**src/design/bf_pkg.sv**
```systemverilog
package bf_pkg;

	localparam int DEF_MAX_FILTER_BITS = 65536;
	localparam int MAX_HASH_ROUNDS     = 32;

	localparam int BIT_COUNT_W   = 17;
	localparam int HASH_ROUNDS_W = 6;
	localparam int ROUND_W       = 7;
	localparam int CFG_INDEX_W   = 8;
	localparam int CFG_DATA_W    = 17;

	localparam logic [CFG_INDEX_W-1:0] REG_BIT_COUNT   = 8'd0;
	localparam logic [CFG_INDEX_W-1:0] REG_HASH_ROUNDS = 8'd1;

	localparam logic [BIT_COUNT_W-1:0]   BIT_COUNT_RST   = 17'd65536;
	localparam logic [HASH_ROUNDS_W-1:0] HASH_ROUNDS_RST = 6'd7;

	localparam logic [63:0] FNV_BASIS = 64'hcbf29ce484222325;

	localparam logic FUNC_CHECK = 1'b1;

	typedef enum logic [2:0] {
		ST_CLEAR,
		ST_IDLE,
		ST_DIG1,
		ST_DIG2,
		ST_DIV,
		ST_RD,
		ST_UPD,
		ST_FIN
	} bf_state_t;

	typedef struct packed {
		logic clr_we;
		logic accept;
		logic dig1;
		logic dig2;
		logic div_init;
		logic div_step;
		logic rd_en;
		logic wr_en;
		logic fail;
		logic seed_inc;
		logic out_load;
	} bf_cmd_t;

	typedef struct packed {
		logic clr_done;
		logic tens_nz;
		logic div_done;
		logic rounds_zero;
		logic seed_last;
		logic bit_set;
		logic is_check;
		logic out_free;
	} bf_stat_t;

	// xor the byte in, multiply by the FNV prime 2^40 + 0x1b3 as shifted adds
	function automatic logic [63:0] fnv_fold(input logic [63:0] h, input logic [7:0] b);
		logic [63:0] x;
		x = h ^ {56'd0, b};
		return x + (x << 1) + (x << 4) + (x << 5) + (x << 7) + (x << 8) + (x << 40);
	endfunction

endpackage

```
**src/design/bf_ctrl.sv**
```systemverilog
module bf_ctrl import bf_pkg::*; (
	input  logic     clk,
	input  logic     arst_n,
	input  logic     in_valid,
	input  logic     key_last,
	output logic     in_stall,
	input  bf_stat_t stat,
	output bf_cmd_t  cmd
);

	bf_state_t state_q, state_d;

	always_ff @(posedge clk or negedge arst_n) begin
		if (!arst_n) begin
			state_q <= ST_CLEAR;
		end else begin
			state_q <= state_d;
		end
	end

	always_comb begin
		state_d  = state_q;
		cmd      = '0;
		in_stall = 1'b1;
		unique case (state_q)
			ST_CLEAR: begin
				cmd.clr_we = 1'b1;
				if (stat.clr_done) state_d = ST_IDLE;
			end
			ST_IDLE: begin
				in_stall = 1'b0;
				if (in_valid) begin
					cmd.accept = 1'b1;
					if (key_last) state_d = stat.rounds_zero ? ST_FIN : ST_DIG1;
				end
			end
			ST_DIG1: begin
				cmd.dig1 = 1'b1;
				if (stat.tens_nz) begin
					state_d = ST_DIG2;
				end else begin
					cmd.div_init = 1'b1;
					state_d      = ST_DIV;
				end
			end
			ST_DIG2: begin
				cmd.dig2     = 1'b1;
				cmd.div_init = 1'b1;
				state_d      = ST_DIV;
			end
			ST_DIV: begin
				cmd.div_step = 1'b1;
				if (stat.div_done) state_d = ST_RD;
			end
			ST_RD: begin
				cmd.rd_en = 1'b1;
				state_d   = ST_UPD;
			end
			ST_UPD: begin
				if (stat.is_check && !stat.bit_set) begin
					cmd.fail = 1'b1;
					state_d  = ST_FIN;
				end else begin
					cmd.wr_en = !stat.is_check;
					if (stat.seed_last) begin
						state_d = ST_FIN;
					end else begin
						cmd.seed_inc = 1'b1;
						state_d      = ST_DIG1;
					end
				end
			end
			ST_FIN: begin
				if (stat.out_free) begin
					cmd.out_load = 1'b1;
					state_d      = ST_IDLE;
				end
			end
			default: state_d = ST_CLEAR;
		endcase
	end

endmodule

```
**config.mk**
```make
export PLATFORM = sky130hd
export DESIGN_NAME = bf_ctrl
export DESIGN_NICKNAME = d
export VERILOG_FILES = /design/src/design/bf_pkg.sv /design/src/design/bf_ctrl.sv
export SDC_FILE = /design/constraint.sdc
export NUM_CORES = 1
export LEC_CHECK = 0
export BUFFER_PORTS_ARGS = -buffer_cell sky130_fd_sc_hd__buf_4
export CAP_MARGIN = 20
export CORE_AREA = 2 2 39 41
export DETAILED_ROUTE_END_ITERATION = 8
export DIE_AREA = 0 0 41 43
export GPL_TIMING_DRIVEN = 0
export HOLD_SLACK_MARGIN = 0.03
export PLACE_DENSITY = 0.68
export SLEW_MARGIN = 20
export SYNTH_ARGS = -nofsm -noshare
export SYNTH_HDL_FRONTEND = slang
export SYNTH_SLANG_ARGS = --single-unit
```
**constraint.sdc**
```tcl
create_clock -name clk -period 1.2 [get_ports clk]
set_input_delay 0.18 -clock clk [delete_from_list [all_inputs] [get_ports clk]]
set_output_delay 0.18 -clock clk [all_outputs]
set_load 0.01 [all_outputs]
```
==> impl_metrics.py <==
metrics = {
    "run_status": {
        "outcome": "complete, but fails checks",
        "violations": "negative setup slack",
    },
    "drt": {
        "wl_um": 1454,
        "ant_nets": 0,
        "vias_per_cell": 4.982,
        "drt_pass1_iterations": 4,
        "post_drt_wl_per_cell_um": 12.87,
        "via_count": 563,
        "drt_iter0_drc": 8,
        "drc": 0,
    },
    "synthesis": {
        "yosys_warnings": 0,
        "syn_avg_cell_area_um2": 7.389,
        "ys_types": 27,
        "async_reset_ff_frac": 1.000,
        "syn_area_um2": 391.6,
        "synth-edff-count": 0,
        "ys_ff_latch": 3,
        "syn_inst": 53,
        "synth_fp_nets": 65,
        "synth_flop_cell": "dfrtp_1",
        "ys_seq_area_frac": 0.1917,
    },
    "layout": {
        "largest-register": "state_q",
        "drive_above_1_share": 0.7010,
        "layout_commonest_cell": "buf_4",
        "area_growth_pct": 116.3,
        "reg_top3": "state_q x3",
        "final_cell_mix": "buf_4 (35), buf_6 (8), nor2_2 (4), a21oi_2 (4)",
        "largest_register_ffs": 3,
        "fin_util": 0.6121,
        "fin_cells": 113,
        "nNetsFinal": 110,
        "antennaDiodeCount": 0,
    },
    "floorplanning": {
        "io_pins": 24,
        "core-area_um2": 1384,
        "die_area_um2": 1763,
        "rows": 14,
        "die_h_um": 43,
        "start_util": 0.2830,
        "dieWidth_um": 41,
    },
    "setup_path": {
        "r2r-end": "state_q[2]",
        "required_ps": 1020,
        "reg2reg_from": "state_q[2]",
        "arrival_ps": 1220,
        "criticalPathCategory": "flip-flop to output pin",
        "r2r_slack_ps": -180,
        "rr_worst_depth": 6,
        "critPathCaptureType": "output pin",
        "cp_max_fo": 6,
        "critPathLaunchType": "flip-flop",
    },
    "placement": {
        "hpwlAfterDp_um": 768.8,
        "gp_congestion": 0.7715,
        "post-place-ws_ps": -65.79,
        "placed_cells": 92,
        "port_buffers": 23,
    },
    "clock_tree": {
        "cts.sinks": 3,
        "cts_tree": "done",
        "cts-htree-levels": 1,
        "cts-root-buf": "clkbuf_4",
        "clock_path_buffers": 2,
        "numCtsBuffers": 3,
        "path_clk_slew_ps": 40,
        "insertion_delay_ps": 230,
    },
    "power_and_ir_drop": {
        "power_density_nw_per_um2": 2312,
        "ir_drop_mv": 1.286,
        "p_leak_nw": 0.4052,
    },
    "timing": {
        "setup_viol": 14,
        "hold_viol": 0,
        "maxSlewHeadroom": 0.8366,
        "tightest_slew_ps": 244.6,
        "skew_ps": 0.05256,
        "hold_ws_ps": 211.3,
        "final.setup.worst_slack_ps": -200.8,
        "slew_violations": 0,
        "fin_setup_tns_ps": -2260,
        "rsz0062_at_grt": "yes",
        "finalCritPeriodShare": 1.167,
        "fmax_mhz": 713.9,
        "period_minus_slack_ps": 1401,
    },
    "run": {
        "maxCapViolations": 0,
    },
    "global_routing": {
        "grtUsageTotal": 0.1846,
        "grt.overflow.total": 0,
        "grt_pass1_wl_um": 2263,
        "first_global_vias": 579,
        "antenna_found_initial": 0,
        "grt_start_max_net_pins": 10,
    },
    "worst_hold_path": {
        "holdPathStages": 3,
        "min_path_type": "input port to flip-flop",
        "hp-start": "stat[7]",
        "hold_end": "state_q[0]",
    },
}
-- how the worst max path moves through the flow --
stage	from	endpoint	slack [ps]	cells past startpoint
floorplan	state_q[2]	cmd[6]	20	4
global placement	state_q[1]	state_q[2]	-60	5
detailed placement	state_q[2]	cmd[6]	-70	5
CTS	state_q[2]	cmd[6]	-200	5
global route	state_q[1]	cmd[1]	-250	5
finish	state_q[2]	cmd[6]	-200	5
-- cell usage after synthesis, types with 2 or more instances --
cell type	number	share of area
nand2b_1	3	0.048
dfrtp_1	3	0.19
inv_1	2	0.019
nand2_1	5	0.048
nor3_1	2	0.026
and3_1	2	0.032
a211oi_1	2	0.038
o21ai_0	3	0.038
nand3b_1	2	0.038
nor2_1	6	0.058
a21oi_1	4	0.051
a22o_1	2	0.045
buf_6	3	0.086
-- what timing repair did --
item | CTS | global route
hold buffers | 1 | 0
endpoints found under the hold margin | 3 | 0
resized for setup | 13 | 15
pin swaps | 6 | 6
setup endpoints to repair | 14 | 15
setup buffers | 13 | 3
-- layout make-up --
class                           count  area, um^2
Fill cell                         124       536.8
Timing Repair Buffer               40       317.8
Buffer                              5       60.06
Clock buffer                        4       26.28
Multi-Input combinational cell     43       339.1
Inverter                            2       7.507
Tap cell                           16       20.02
Sequential cell                     3       76.32
-- metal layers --
layer,up-vias,routed length [um],track usage
met5,-,0,0
met3,5,82,0.02094
met2,19,766,0.3063
li1,277,-,-
met4,0,25,0.1000
met1,262,579,0.2147
-- per-stage QoR --
stage / total power, mW / area [um^2]
finish: 1.958 / 847.1
floorplan: 0.8460 / 391.6
global placement: 1.139 / 584.3
detailed placement: 1.145 / 584.3
global route: 2.086 / 847.1
CTS: 1.718 / 769.5
-- worst max-delay path, stage by stage (launching register included) --
cell	delay, ps
dfrtp_1	360
buf_6	130
buf_6	120
nand2b_4	150
a21oi_2	100
buf_4	120
-- kinds of logic (layout without fill, tap and decap cells) --
kind of cell,Yosys count,count (layout),synth area share
and+or+nand+nor,27,27,0.3866
buffers and inverters,7,51,0.1374
DFF,3,3,0.1917
AOI/OAI and AO/OA,16,16,0.2843
-- power breakdown --
group	internal (mW)	switching, mW	total, mW
clock network	0.125	0.0557	0.181
logic	0.859	0.729	1.59
registers	0.152	0.0389	0.191
Power figures use the tool's default switching activity.
